[src/hw/rtl/wdt_pkg.sv]
// Package for the watchdog timer register block.
// Holds command codes, register offsets, reset values and the item structs.
// No dependencies.
`timescale 1ns / 1ps

package wdt_pkg;

    localparam int unsigned DATA_W = 32;

    typedef enum logic [1:0] {
        CMD_READ  = 2'd0,
        CMD_WRITE = 2'd1,
        CMD_TICK  = 2'd2,
        CMD_NOP   = 2'd3
    } t_cmd;

    localparam logic [DATA_W-1:0] BASE_RESET = 32'h800B_0000;
    localparam logic [DATA_W-1:0] ALL_ONES   = 32'hFFFF_FFFF;
    localparam logic [DATA_W-1:0] LOCK_KEY   = 32'h1ACC_E551;

    localparam int unsigned CTL_IRQ_EN = 0;
    localparam int unsigned CTL_RST_EN = 1;

    localparam logic [DATA_W-1:0] OFF_LOAD   = 32'h000;
    localparam logic [DATA_W-1:0] OFF_VALUE  = 32'h004;
    localparam logic [DATA_W-1:0] OFF_CTRL   = 32'h008;
    localparam logic [DATA_W-1:0] OFF_INTCLR = 32'h00C;
    localparam logic [DATA_W-1:0] OFF_RAW    = 32'h010;
    localparam logic [DATA_W-1:0] OFF_MASKED = 32'h014;
    localparam logic [DATA_W-1:0] OFF_LOCK   = 32'hC00;
    localparam logic [DATA_W-1:0] OFF_ID0    = 32'hFE0;
    localparam logic [DATA_W-1:0] OFF_ID1    = 32'hFE4;
    localparam logic [DATA_W-1:0] OFF_ID2    = 32'hFE8;
    localparam logic [DATA_W-1:0] OFF_ID3    = 32'hFEC;
    localparam logic [DATA_W-1:0] OFF_ID4    = 32'hFF0;
    localparam logic [DATA_W-1:0] OFF_ID5    = 32'hFF4;
    localparam logic [DATA_W-1:0] OFF_ID6    = 32'hFF8;
    localparam logic [DATA_W-1:0] OFF_ID7    = 32'hFFC;

    localparam logic [7:0] ID0 = 8'h05;
    localparam logic [7:0] ID1 = 8'h18;
    localparam logic [7:0] ID2 = 8'h14;
    localparam logic [7:0] ID3 = 8'h00;
    localparam logic [7:0] ID4 = 8'h0D;
    localparam logic [7:0] ID5 = 8'hF0;
    localparam logic [7:0] ID6 = 8'h05;
    localparam logic [7:0] ID7 = 8'hB1;

    // item after the offset has been formed
    typedef struct packed {
        t_cmd              cmd;
        logic [DATA_W-1:0] offset;
        logic [DATA_W-1:0] data;
    } t_item;

    typedef struct packed {
        logic [DATA_W-1:0] read_data;
        logic              irq_line;
        logic              reset_line;
    } t_result;

endpackage

[src/hw/rtl/wdt_if.sv]
// Channel interfaces of the watchdog block: request, response, config write.
// No dependencies.
`timescale 1ns / 1ps

interface wdt_req_if;
    logic        valid;
    logic        ready;
    logic [1:0]  cmd;
    logic [31:0] bus_addr;
    logic [31:0] write_data;

    modport source (output valid, output cmd, output bus_addr, output write_data,
                    input ready);
    modport sink   (input valid, input cmd, input bus_addr, input write_data,
                    output ready);
endinterface

interface wdt_rsp_if;
    logic        valid;
    logic        ready;
    logic [31:0] read_data;
    logic        irq_line;
    logic        reset_line;

    modport source (output valid, output read_data, output irq_line,
                    output reset_line, input ready);
    modport sink   (input valid, input read_data, input irq_line,
                    input reset_line, output ready);
endinterface

interface wdt_cfg_if;
    logic        valid;
    logic        ready;
    logic [31:0] data;

    modport source (output valid, output data, input ready);
    modport sink   (input valid, input data, output ready);
endinterface

[src/hw/rtl/wdt_in_stage.sv]
// Input register of the watchdog block; holds the base address and forms
// the register offset on accept. Depends on wdt_pkg.
`timescale 1ns / 1ps

module wdt_in_stage (
    input  logic                    i_clk,
    input  logic                    i_rst_n,
    input  logic                    i_valid,
    output logic                    o_ready,
    input  logic [1:0]              i_cmd,
    input  logic [31:0]             i_bus_addr,
    input  logic [31:0]             i_write_data,
    input  logic                    i_cfg_valid,
    input  logic [31:0]             i_cfg_data,
    input  logic                    i_advance,
    output logic                    o_valid,
    output wdt_pkg::t_item          o_item
);

    logic                   r_valid;
    logic [31:0]            r_base;
    wdt_pkg::t_item         r_item;
    logic                   w_accept;

    assign o_ready  = !r_valid || i_advance;
    assign w_accept = i_valid && o_ready;
    assign o_valid  = r_valid;
    assign o_item   = r_item;

    always_ff @(posedge i_clk) begin
        if (!i_rst_n) begin
            r_valid <= 1'b0;
            r_base  <= wdt_pkg::BASE_RESET;
        end else begin
            if (w_accept) begin
                r_valid <= 1'b1;
            end else if (i_advance) begin
                r_valid <= 1'b0;
            end
            if (i_cfg_valid) begin
                r_base <= i_cfg_data;
            end
        end
    end

    // offset wraps modulo 2^32
    always_ff @(posedge i_clk) begin
        if (w_accept) begin
            r_item.cmd    <= wdt_pkg::t_cmd'(i_cmd);
            r_item.offset <= i_bus_addr - r_base;
            r_item.data   <= i_write_data;
        end
    end

endmodule

[src/hw/rtl/wdt_core.sv]
// Watchdog state and register logic: one item is applied per advance.
// Depends on wdt_pkg.
`timescale 1ns / 1ps

module wdt_core (
    input  logic                i_clk,
    input  logic                i_rst_n,
    input  logic                i_advance,
    input  wdt_pkg::t_item      i_item,
    output wdt_pkg::t_result    o_result
);

    logic [31:0] r_load,     n_load;
    logic [31:0] r_cnt,      n_cnt;
    logic        r_counting, n_counting;
    logic [1:0]  r_ctl,      n_ctl;
    logic        r_locked,   n_locked;
    logic        r_raw,      n_raw;
    logic        r_mask,     n_mask;
    logic        r_rst,      n_rst;
    logic [31:0] w_rd;

    always_comb begin
        logic start_req;
        logic fire_req;
        logic halt;
        logic refresh;

        start_req  = 1'b0;
        fire_req   = 1'b0;
        halt       = 1'b0;
        refresh    = 1'b0;
        n_load     = r_load;
        n_cnt      = r_cnt;
        n_counting = r_counting;
        n_ctl      = r_ctl;
        n_locked   = r_locked;
        n_raw      = r_raw;
        n_mask     = r_mask;
        n_rst      = r_rst;
        w_rd       = '0;

        unique case (i_item.cmd)
            wdt_pkg::CMD_READ: begin
                unique case (i_item.offset)
                    wdt_pkg::OFF_LOAD:   w_rd = r_load;
                    wdt_pkg::OFF_VALUE:  w_rd = r_cnt;
                    wdt_pkg::OFF_CTRL:   w_rd = {30'd0, r_ctl};
                    wdt_pkg::OFF_RAW:    w_rd = {31'd0, r_raw};
                    wdt_pkg::OFF_MASKED: w_rd = {31'd0, r_mask};
                    wdt_pkg::OFF_LOCK:   w_rd = {31'd0, r_locked};
                    wdt_pkg::OFF_ID0:    w_rd = {24'd0, wdt_pkg::ID0};
                    wdt_pkg::OFF_ID1:    w_rd = {24'd0, wdt_pkg::ID1};
                    wdt_pkg::OFF_ID2:    w_rd = {24'd0, wdt_pkg::ID2};
                    wdt_pkg::OFF_ID3:    w_rd = {24'd0, wdt_pkg::ID3};
                    wdt_pkg::OFF_ID4:    w_rd = {24'd0, wdt_pkg::ID4};
                    wdt_pkg::OFF_ID5:    w_rd = {24'd0, wdt_pkg::ID5};
                    wdt_pkg::OFF_ID6:    w_rd = {24'd0, wdt_pkg::ID6};
                    wdt_pkg::OFF_ID7:    w_rd = {24'd0, wdt_pkg::ID7};
                    default:             w_rd = '0;
                endcase
            end
            wdt_pkg::CMD_WRITE: begin
                if (i_item.offset == wdt_pkg::OFF_LOCK) begin
                    n_locked = (i_item.data != wdt_pkg::LOCK_KEY);
                end else if (!r_locked) begin
                    unique case (i_item.offset)
                        wdt_pkg::OFF_LOAD: begin
                            n_load    = i_item.data;
                            start_req = r_ctl[wdt_pkg::CTL_IRQ_EN];
                        end
                        wdt_pkg::OFF_CTRL: begin
                            n_ctl   = i_item.data[1:0];
                            refresh = 1'b1;
                            if (!r_ctl[wdt_pkg::CTL_IRQ_EN]
                                    && i_item.data[wdt_pkg::CTL_IRQ_EN]) begin
                                start_req = 1'b1;
                            end else if (r_ctl[wdt_pkg::CTL_IRQ_EN]
                                    && !i_item.data[wdt_pkg::CTL_IRQ_EN]) begin
                                n_counting = 1'b0;
                            end
                        end
                        wdt_pkg::OFF_INTCLR: begin
                            n_raw     = 1'b0;
                            n_mask    = 1'b0;
                            start_req = r_ctl[wdt_pkg::CTL_IRQ_EN];
                        end
                        default: ;
                    endcase
                end
            end
            wdt_pkg::CMD_TICK: begin
                if (r_counting) begin
                    // a count of one or zero expires on this tick
                    if (r_cnt[31:1] == '0) begin
                        n_cnt    = r_load;
                        fire_req = 1'b1;
                        halt     = 1'b1;
                    end else begin
                        n_cnt = r_cnt - 32'd1;
                    end
                end
            end
            wdt_pkg::CMD_NOP: ;
            default: ;
        endcase

        // zero load fires at once and leaves the counter alone
        if (start_req) begin
            if (n_load == '0) begin
                fire_req = 1'b1;
            end else begin
                n_cnt      = n_load;
                n_counting = 1'b1;
            end
        end

        if (fire_req) begin
            if (n_raw) begin
                if (n_ctl[wdt_pkg::CTL_RST_EN]) begin
                    n_rst = 1'b1;
                end
                if (halt) begin
                    n_counting = 1'b0;
                end
            end else begin
                n_raw  = 1'b1;
                n_mask = n_ctl[wdt_pkg::CTL_IRQ_EN];
            end
        end

        if (refresh) begin
            n_mask = n_raw && n_ctl[wdt_pkg::CTL_IRQ_EN];
        end
    end

    always_ff @(posedge i_clk) begin
        if (!i_rst_n) begin
            r_load     <= wdt_pkg::ALL_ONES;
            r_cnt      <= wdt_pkg::ALL_ONES;
            r_counting <= 1'b0;
            r_ctl      <= '0;
            r_locked   <= 1'b0;
            r_raw      <= 1'b0;
            r_mask     <= 1'b0;
            r_rst      <= 1'b0;
        end else if (i_advance) begin
            r_load     <= n_load;
            r_cnt      <= n_cnt;
            r_counting <= n_counting;
            r_ctl      <= n_ctl;
            r_locked   <= n_locked;
            r_raw      <= n_raw;
            r_mask     <= n_mask;
            r_rst      <= n_rst;
        end
    end

    assign o_result.read_data  = w_rd;
    assign o_result.irq_line   = n_mask;
    assign o_result.reset_line = n_rst;

endmodule

[src/hw/rtl/wdt_out_reg.sv]
// Result register of the watchdog block; holds an item until taken.
// Depends on wdt_pkg.
`timescale 1ns / 1ps

module wdt_out_reg (
    input  logic                i_clk,
    input  logic                i_rst_n,
    input  logic                i_load,
    input  wdt_pkg::t_result    i_result,
    output logic                o_can_load,
    output logic                o_valid,
    input  logic                i_ready,
    output wdt_pkg::t_result    o_result
);

    logic              r_valid;
    wdt_pkg::t_result  r_result;

    assign o_can_load = !r_valid || i_ready;
    assign o_valid    = r_valid;
    assign o_result   = r_result;

    always_ff @(posedge i_clk) begin
        if (!i_rst_n) begin
            r_valid <= 1'b0;
        end else if (i_load) begin
            r_valid <= 1'b1;
        end else if (i_ready) begin
            r_valid <= 1'b0;
        end
    end

    always_ff @(posedge i_clk) begin
        if (i_load) begin
            r_result <= i_result;
        end
    end

endmodule

[src/hw/rtl/watchdog_timer_registers.sv]
// Top level of the watchdog timer register block.
// Depends on wdt_pkg, wdt_if, wdt_in_stage, wdt_core, wdt_out_reg.
//
//   channel  dir  payload                          accepted when
//   i_req    in   cmd, bus_addr, write_data        valid && ready
//   o_rsp    out  read_data, irq_line, reset_line  valid && ready
//   i_cfg    in   data (base address)              valid && ready (ready tied high)
//
// Every item gives one result: the input register holds it (offset formed),
// then the register/counter logic loads the result register. One item per
// cycle sustained while results are taken; a stalled result register holds the
// input register, which still takes one more item. Synchronous active-low reset
// clears valid flags and watchdog state, sets the base; data regs are not reset.
`timescale 1ns / 1ps

module watchdog_timer_registers (
    input  logic       i_clk,
    input  logic       i_rst_n,
    wdt_req_if.sink    i_req,
    wdt_rsp_if.source  o_rsp,
    wdt_cfg_if.sink    i_cfg
);

    logic              w_in_valid;
    logic              w_can_load;
    logic              w_advance;
    wdt_pkg::t_item    w_item;
    wdt_pkg::t_result  w_result;
    wdt_pkg::t_result  w_out;

    assign w_advance   = w_in_valid && w_can_load;
    assign i_cfg.ready = 1'b1;

    wdt_in_stage u_in (
        .i_clk        (i_clk),
        .i_rst_n      (i_rst_n),
        .i_valid      (i_req.valid),
        .o_ready      (i_req.ready),
        .i_cmd        (i_req.cmd),
        .i_bus_addr   (i_req.bus_addr),
        .i_write_data (i_req.write_data),
        .i_cfg_valid  (i_cfg.valid),
        .i_cfg_data   (i_cfg.data),
        .i_advance    (w_advance),
        .o_valid      (w_in_valid),
        .o_item       (w_item)
    );

    wdt_core u_core (
        .i_clk     (i_clk),
        .i_rst_n   (i_rst_n),
        .i_advance (w_advance),
        .i_item    (w_item),
        .o_result  (w_result)
    );

    wdt_out_reg u_out (
        .i_clk      (i_clk),
        .i_rst_n    (i_rst_n),
        .i_load     (w_advance),
        .i_result   (w_result),
        .o_can_load (w_can_load),
        .o_valid    (o_rsp.valid),
        .i_ready    (o_rsp.ready),
        .o_result   (w_out)
    );

    assign o_rsp.read_data  = w_out.read_data;
    assign o_rsp.irq_line   = w_out.irq_line;
    assign o_rsp.reset_line = w_out.reset_line;

endmodule

[src/flat_wrapper.sv]
// flat-port wrapper written by rule: the top's interface ports become plain ports
module watchdog_timer_registers_flat 
  (i_clk, i_rst_n, i_req_valid, i_req_cmd, i_req_bus_addr, i_req_write_data, i_req_ready, o_rsp_valid, o_rsp_read_data, o_rsp_irq_line, o_rsp_reset_line, o_rsp_ready, i_cfg_valid, i_cfg_data, i_cfg_ready);
  wdt_req_if i_req_i ();
  wdt_rsp_if o_rsp_i ();
  wdt_cfg_if i_cfg_i ();
  input  logic i_clk;
  input  logic i_rst_n;
  input wire logic [$bits(i_req_i.valid)-1:0] i_req_valid;
  input wire logic [$bits(i_req_i.cmd)-1:0] i_req_cmd;
  input wire logic [$bits(i_req_i.bus_addr)-1:0] i_req_bus_addr;
  input wire logic [$bits(i_req_i.write_data)-1:0] i_req_write_data;
  output wire logic [$bits(i_req_i.ready)-1:0] i_req_ready;
  output wire logic [$bits(o_rsp_i.valid)-1:0] o_rsp_valid;
  output wire logic [$bits(o_rsp_i.read_data)-1:0] o_rsp_read_data;
  output wire logic [$bits(o_rsp_i.irq_line)-1:0] o_rsp_irq_line;
  output wire logic [$bits(o_rsp_i.reset_line)-1:0] o_rsp_reset_line;
  input wire logic [$bits(o_rsp_i.ready)-1:0] o_rsp_ready;
  input wire logic [$bits(i_cfg_i.valid)-1:0] i_cfg_valid;
  input wire logic [$bits(i_cfg_i.data)-1:0] i_cfg_data;
  output wire logic [$bits(i_cfg_i.ready)-1:0] i_cfg_ready;
  assign i_req_i.valid = i_req_valid;
  assign i_req_i.cmd = i_req_cmd;
  assign i_req_i.bus_addr = i_req_bus_addr;
  assign i_req_i.write_data = i_req_write_data;
  assign i_req_ready = i_req_i.ready;
  assign o_rsp_valid = o_rsp_i.valid;
  assign o_rsp_read_data = o_rsp_i.read_data;
  assign o_rsp_irq_line = o_rsp_i.irq_line;
  assign o_rsp_reset_line = o_rsp_i.reset_line;
  assign o_rsp_i.ready = o_rsp_ready;
  assign i_cfg_i.valid = i_cfg_valid;
  assign i_cfg_i.data = i_cfg_data;
  assign i_cfg_ready = i_cfg_i.ready;
  watchdog_timer_registers u_core (.i_clk(i_clk), .i_rst_n(i_rst_n), .i_req(i_req_i), .o_rsp(o_rsp_i), .i_cfg(i_cfg_i));
endmodule
[config.mk]
export PLATFORM = sky130hd
export DESIGN_NAME = watchdog_timer_registers_flat
export DESIGN_NICKNAME = d
export VERILOG_FILES = /design/src/hw/rtl/wdt_pkg.sv /design/src/hw/rtl/wdt_if.sv /design/src/hw/rtl/wdt_in_stage.sv /design/src/hw/rtl/wdt_core.sv /design/src/hw/rtl/wdt_out_reg.sv /design/src/hw/rtl/watchdog_timer_registers.sv /design/src/flat_wrapper.sv
export SDC_FILE = /design/constraint.sdc
export NUM_CORES = 1
export LEC_CHECK = 0
export ABC_AREA = 1
export ABC_CLOCK_PERIOD_IN_PS = 3100
export BUFFER_PORTS_ARGS = -buffer_cell sky130_fd_sc_hd__buf_2
export CAP_MARGIN = 20
export CORE_MARGIN = 2
export CORE_UTILIZATION = 40
export CTS_BUF_LIST = sky130_fd_sc_hd__clkbuf_4 sky130_fd_sc_hd__clkbuf_8
export DETAILED_ROUTE_END_ITERATION = 10
export MAX_ROUTING_LAYER = met4
export PLACE_DENSITY = 0.59
export SLEW_MARGIN = 20
export SYNTH_ARGS = -nofsm -noshare
export SYNTH_HDL_FRONTEND = slang
export SYNTH_SLANG_ARGS = --single-unit
export TNS_END_PERCENT = 10
[constraint.sdc]
create_clock -name i_clk -period 3.1 [get_ports i_clk]
set_input_delay 0.62 -clock i_clk [delete_from_list [all_inputs] [get_ports i_clk]]
set_output_delay 0.62 -clock i_clk [all_outputs]
set_load 0.02 [all_outputs]
==> flow_metrics.py, run 1 <==
metrics = {
    "die": {
        "fp.dieH_um": 173,
        "rows": 61,
        "core_sq_um": 27900,
        "fp.dieArea_sq_um": 29900,
        "start_util_pct": 40.8,
        "ios": 140,
        "die-width_um": 173,
    },
    "routing": {
        "vias_per_cell": 5.18,
        "postRouteWirelength_um": 33300,
        "ant_nets": 0,
        "first_pass_iters": 5,
        "vias": 10800,
        "dr.first_iter.drc_count": 902,
        "wire_per_inst_um": 15.9,
        "route.detailed.drc": 0,
    },
    "finish": {
        "final-seq-area_sq_um": 5100,
        "nets": 1824,
        "final_area_sq_um": 14400,
        "fill_cells": 2777,
        "utilization_pct": 51.5,
        "layout-drive-gt1-share_pct": 21.4,
        "insertedDiodeCount": 0,
        "final_cell_count_no_fill": 2096,
        "multi_input_area_sq_um": 5580,
        "syn_to_final_growth_pct": 26.0,
    },
    "clock_network": {
        "cts_buffers": 39,
        "cts_tree": "yes",
        "h-tree-depth": 2,
        "cts.sinks": 205,
        "clkTransAtPathRegs_ns": 0.06,
        "hold_buffers": 0,
        "cts-root-buf": "clkbuf_8",
        "cts_buffer_depth": 3,
        "clk_latency_ns": 0.53,
    },
    "timing": {
        "final.setup.worst_slack_ns": 0.108,
        "clock.fmax_mhz": 334,
        "fin_crit_sh_pct": 96.5,
        "slew_viol_final": 0,
        "worst_hold_slack_ns": 0.270,
        "tightest_slew_ns": 0.585,
        "finalSetupTns_ns": 0,
        "setup_viol": 0,
        "relSlewSlack_pct": 61.0,
        "post-route-min-period_ns": 2.99,
        "finClkSkew_ns": 0.0178,
        "hold_violations": 0,
    },
    "synth": {
        "yosysSeqAreaShare_pct": 44.8,
        "syn_avg_cell_area_sq_um": 7.71,
        "netlist_top_cells_count": "nand2_1, a21oi_1, inv_1, o21ai_0, nor2_1",
        "synth_most_common_cell": "nand2_1",
        "synthesis.nets": 1615,
        "synth-edff-count": 100,
        "synth_warnings": 0,
        "syn-cell-area_sq_um": 11400,
        "synth_area_leaders": "edfxtp_1, dfxtp_1, nand2_1, a21oi_1, inv_1",
        "yosys.area.top_type": "edfxtp_1",
        "synth_top_area_share_pct": 26.3,
        "synth_async_sr_flop_share_pct": 0,
        "synth_cell_types": 51,
        "ys_ff_latch": 205,
        "synth_flop_cell": "dfxtp_1",
        "synthCells": 1479,
    },
    "pwr": {
        "p_total_mw": 7.09,
        "ir_drop_mv": 0.341,
        "power.density_nw_per_um2": 494,
        "p_leak_nw": 6.05,
    },
    "global_routing": {
        "overflow": 0,
        "track_usage_pct": 21.7,
        "grt_start_max_net_pins": 103,
        "grt_pass1_wl_um": 51500,
        "antenna_found_initial": 0,
        "grt_pass1_vias": 10000,
    },
    "flow_run": {
        "max_cap_violations": 0,
    },
    "setup_path": {
        "worstSetupPathType": "reg2reg",
        "reg2reg_from": "u_core.u_in.o_item[32]",
        "worst_r2r_path_depth": 20,
        "cp-end-kind": "flip-flop",
        "r2r_slack_ns": 0.11,
        "start_kind": "flip-flop",
        "crit_fanout": 7,
        "arrival_ns": 3.41,
        "required_ns": 3.51,
        "r2r-end": "u_core.u_core.r_cnt[28]",
    },
    "min_path": {
        "hold_class": "in2reg",
        "worstHoldStart": "i_req_write_data[1]",
        "whs_path_depth": 1,
        "hold_end": "u_core.u_in.o_item[1]",
    },
    "placed_design": {
        "pre_cts_slack_ns": -0.0987,
        "place.gp.congestion": 0.903,
        "placed_cells": 1994,
        "dpl-instance-area_sq_um": 12900,
        "io_buffers": 138,
        "hpwlAfterDp_um": 23600,
    },
    "run_status": {
        "status": "finished clean",
    },
}
[metal layers]
layer	track usage [%]	routed length, um	up-vias
li1	-	-	5449
met1	31.1	15400	4937
met2	31.9	14400	415
met3	3.85	2980	46
met4	5.16	493	0
met5	-	0	-
[placed cells by master, fill, tap and decap left out, types with 9 or more instances in the layout]
master / count
ha_1: 32
o21ai_0: 113
clkinv_2: 11
dfxtp_1: 105
nor4_1: 11
nor2_2: 9
inv_1: 166
buf_4: 79
nand3b_1: 14
nor3_1: 19
a31oi_1: 12
clkbuf_8: 42
edfxtp_1: 100
nand2_2: 21
nand4_1: 13
buf_12: 11
nand3_1: 81
o211ai_1: 15
buf_2: 138
xnor2_1: 16
nand2_1: 283
nor2_1: 100
xor2_1: 29
a21oi_1: 188
[worst max path at each step]
stage                                      start                 endpoint  slack [ns]  cells past startpoint
after floorplan                i_req_bus_addr[0]   u_core.u_in.o_item[56]        0.08                     15
after global placement         i_req_bus_addr[0]   u_core.u_in.o_item[56]       -0.08                     16
after detailed placement       i_req_bus_addr[0]   u_core.u_in.o_item[56]        -0.1                     16
after CTS                 u_core.u_in.o_item[59]  u_core.u_core.r_cnt[19]        0.04                     18
after global routing      u_core.u_in.o_item[32]  u_core.u_core.r_cnt[15]       -0.05                     20
final                     u_core.u_in.o_item[32]  u_core.u_core.r_cnt[28]        0.11                     20
[cells by family after synthesis]
family                   count (synthesis)  share of synthesized area [%]
XOR/XNOR                                45                           3.46
AO/OA/AOI/OAI                          379                           18.1
other                                    1                         0.0329
adder cells (fa/ha/maj)                 33                           3.69
buffers and inverters                  244                           8.47
flip-flops                             205                           44.8
AND/OR/NAND/NOR                        572                           21.5
[power by group]
part           switching [mW]  internal (mW)
Clock                    1.19           1.67
Combinational           0.600          0.421
Sequential              0.131           3.09
[final cells by class]
| type | count | share of cell area [%] |
|---|---|---|
| Timing Repair Buffer | 240 | 12.1 |
| Clock buffer | 48 | 4.33 |
| Clock inverter | 23 | 1.45 |
| Tap cell | 378 | 3.29 |
| Sequential cell | 205 | 35.5 |
| Inverter | 172 | 4.53 |
| Multi-Input combinational cell | 1030 | 38.8 |
[critical path, cell delays in order (launching register included)]
cell       delay, ns
edfxtp_1        0.38
nor2_2          0.15
nand3_2         0.13
nor2_4          0.14
nand2_2         0.08
nor3_4          0.17
buf_6           0.18
nand2_8         0.11
clkbuf_16       0.19
o21ai_4         0.13
nand2_1         0.08
nor2_2          0.14
nand2_2         0.09
nor2_4          0.14
nand2_2         0.08
nand3_4         0.18
buf_12          0.17
buf_12          0.11
nand3_1         0.07
nand3_1         0.07
nand2_1         0.06
[state kept, by name, summed over array words and instances, names as in the netlist]
name	count
u_core.u_core.r_cnt	32
u_core.u_core.r_counting	1
u_core.u_core.r_ctl	2
u_core.u_core.r_load	32
u_core.u_core.r_locked	1
u_core.u_core.r_mask	1
u_core.u_core.r_raw	1
u_core.u_core.r_rst	1
u_core.u_in.o_item	66
u_core.u_in.o_valid	1
u_core.u_in.r_base	32
u_core.u_out.o_result	34
u_core.u_out.o_valid	1
[timing repair]
item	4_1_cts	5_1_grt
buffers inserted	0	21
setup endpoints to repair	0	38
gates resized for setup	0	65
Power figures use the tool's default switching activity.
==> run 2, diff against run 1 <==
--- a/config.mk
+++ b/config.mk
@@ -14,7 +14,6 @@
 export CTS_BUF_LIST = sky130_fd_sc_hd__clkbuf_4 sky130_fd_sc_hd__clkbuf_8
 export DETAILED_ROUTE_END_ITERATION = 10
 export MAX_ROUTING_LAYER = met4
-export PLACE_DENSITY = 0.59
 export SLEW_MARGIN = 20
 export SYNTH_ARGS = -nofsm -noshare
 export SYNTH_HDL_FRONTEND = slang
==> flow_metrics.py, run 2 (synthesized netlist as in run 1, its figures left out) <==
metrics = {
    "routing": {
        "first_pass_iters": 5,
        "route.detailed.drc": 0,
        "postRouteWirelength_um": 32100,
        "vias": 10600,
        "dr.first_iter.drc_count": 958,
        "wire_per_inst_um": 15.5,
        "ant_nets": 0,
        "vias_per_cell": 5.13,
    },
    "finish": {
        "layout_common_cells": "nand2_1, a21oi_1, inv_1",
        "final_area_sq_um": 13900,
        "largest_register_ffs": 66,
        "syn_to_final_growth_pct": 22.1,
        "final_common_cell": "nand2_1",
        "final_cell_count_no_fill": 2076,
        "nets": 1804,
        "layout-drive-gt1-share_pct": 19.3,
        "utilization_pct": 49.8,
    },
    "die": {
        "fp.dieArea_sq_um": 29900,
        "ios": 140,
        "core_sq_um": 27900,
        "rows": 61,
        "die-width_um": 173,
        "fp.dieH_um": 173,
        "start_util_pct": 40.8,
    },
    "setup_path": {
        "reg2reg_from": "u_core.u_in.o_item[32]",
        "cp_cell_sequence": "nor2_4 > nand3_4 > nor2_4 > nand2_2 > nor3_4 > buf_4 > buf_12 > nand3b_1 > nand2_1 > nand2_1 > nor2_1 > nand2_1 > nor2_2 > nand2_2 > nand3_4 > buf_12 > o211ai_1 > nand3_1 > o211ai_1",
        "start_kind": "flip-flop",
        "crit_fanout": 10,
        "arrival_ns": 3.27,
        "crit_family": "simple AND/OR/NAND/NOR gates",
        "slowest_stage": "edfxtp_1",
        "worstSetupPathType": "reg2reg",
        "cp-end-kind": "flip-flop",
        "max_stage_delay_ns": 0.41,
        "cp-startpoint": "u_core.u_in.o_item[32]",
        "required_ns": 3.50,
        "crit_buf_inv": 3,
        "cp_common_cell": "nand2_1",
    },
    "clock_network": {
        "cts_buffers": 38,
        "clkTransAtPathRegs_ns": 0.06,
        "clk_latency_ns": 0.54,
        "cts-root-buf": "clkbuf_8",
        "cts_buffer_depth": 3,
        "h-tree-depth": 2,
        "cts_tree": "yes",
        "cts.sinks": 205,
        "hold_buffers": 0,
    },
    "placed_design": {
        "placed_cells": 2001,
        "io_buffers": 138,
        "place.gp.congestion": 0.919,
        "dpl-instance-area_sq_um": 13000,
        "hpwlAfterDp_um": 23400,
    },
    "timing": {
        "finClkSkew_ns": 0.0346,
        "fin_crit_sh_pct": 92.8,
        "relSlewSlack_pct": 54.8,
        "clock.fmax_mhz": 348,
        "post-route-min-period_ns": 2.88,
        "setup_viol": 0,
        "grt_setup_unrepaired": "yes",
        "slew_viol_final": 0,
        "hold_violations": 0,
        "tightest_slew_ns": 0.678,
        "finalSetupTns_ns": 0,
    },
    "pwr": {
        "p_leak_nw": 5.85,
        "power.density_nw_per_um2": 491,
        "p_total_mw": 6.83,
        "ir_drop_mv": 0.295,
    },
    "global_routing": {
        "track_usage_pct": 21.7,
        "overflow": 0,
        "antenna_found_initial": 1,
        "grt_pass1_vias": 10000,
        "grt_start_max_net_pins": 103,
        "grt_pass1_wl_um": 51600,
    },
    "run_status": {
        "status": "finished clean",
    },
    "min_path": {
        "worstHoldStart": "i_req_write_data[3]",
        "hold_class": "in2reg",
    },
    "flow_run": {
        "max_cap_violations": 0,
    },
}
## run 2: changes by cell type in the layout (fill, tap and decap cells not counted), sizes merged
cell / previous run / this run
clkbuf: 55 / 59
diode: 0 / 1
buf: 233 / 219
bufinv: 4 / 1
clkinv: 19 / 11
## run 2: repair_timing
action | 4_1_cts | 5_1_grt
gates resized for setup | 0 | 32
setup buffers | 0 | 3
endpoints found under the setup margin | 0 | 39
## run 2: stage by stage
step | setup slack (ns) | hold slack [ns]
finish | 0.225 | 0.271
global route | -0.00159 | 0.248
CTS | 0.0919 | 0.243
detailed placement | -0.0921 | 0.453
global placement | -0.0631 | 0.447
floorplan | 0.0768 | 0.433
## run 2: path summary, 6_finish.rpt
check / end / slack, ns / cells past startpoint
worst max-delay path: u_core.u_core.r_cnt[0] / 0.22 / 19
worst min-delay path: u_core.u_in.o_item[3] / 0.27 / 1
worst max register to register: u_core.u_core.r_cnt[0] / 0.22 / 19
worst min register to register: u_core.u_in.r_base[5] / 0.46 / 2
## run 2: power breakdown
group / leakage, nW / total, mW / switching [mW] / internal, mW
logic: 3.63 / 1.00 / 0.592 / 0.411
clock network: 0.412 / 2.61 / 1.12 / 1.50
registers: 1.81 / 3.22 / 0.130 / 3.09
total: 5.85 / 6.83 / 1.84 / 4.99
## run 2: area by class of cell
class / count / area (sq um)
Antenna cell: 1 / 2.50
Tap cell: 378 / 473
Clock buffer: 57 / 684
Clock inverter: 12 / 82.6
Sequential cell: 205 / 5100
Fill cell: 2789 / 14000
Inverter: 172 / 648
Timing Repair Buffer: 221 / 1470
Multi-Input combinational cell: 1030 / 5460
## run 2: metal layers
metal / GRT usage, % / wire length, um
met1: 30.8 / 15100
met3: 3.76 / 2750
met4: 5.90 / 530
met2: 31.9 / 13800
met5: - / 0
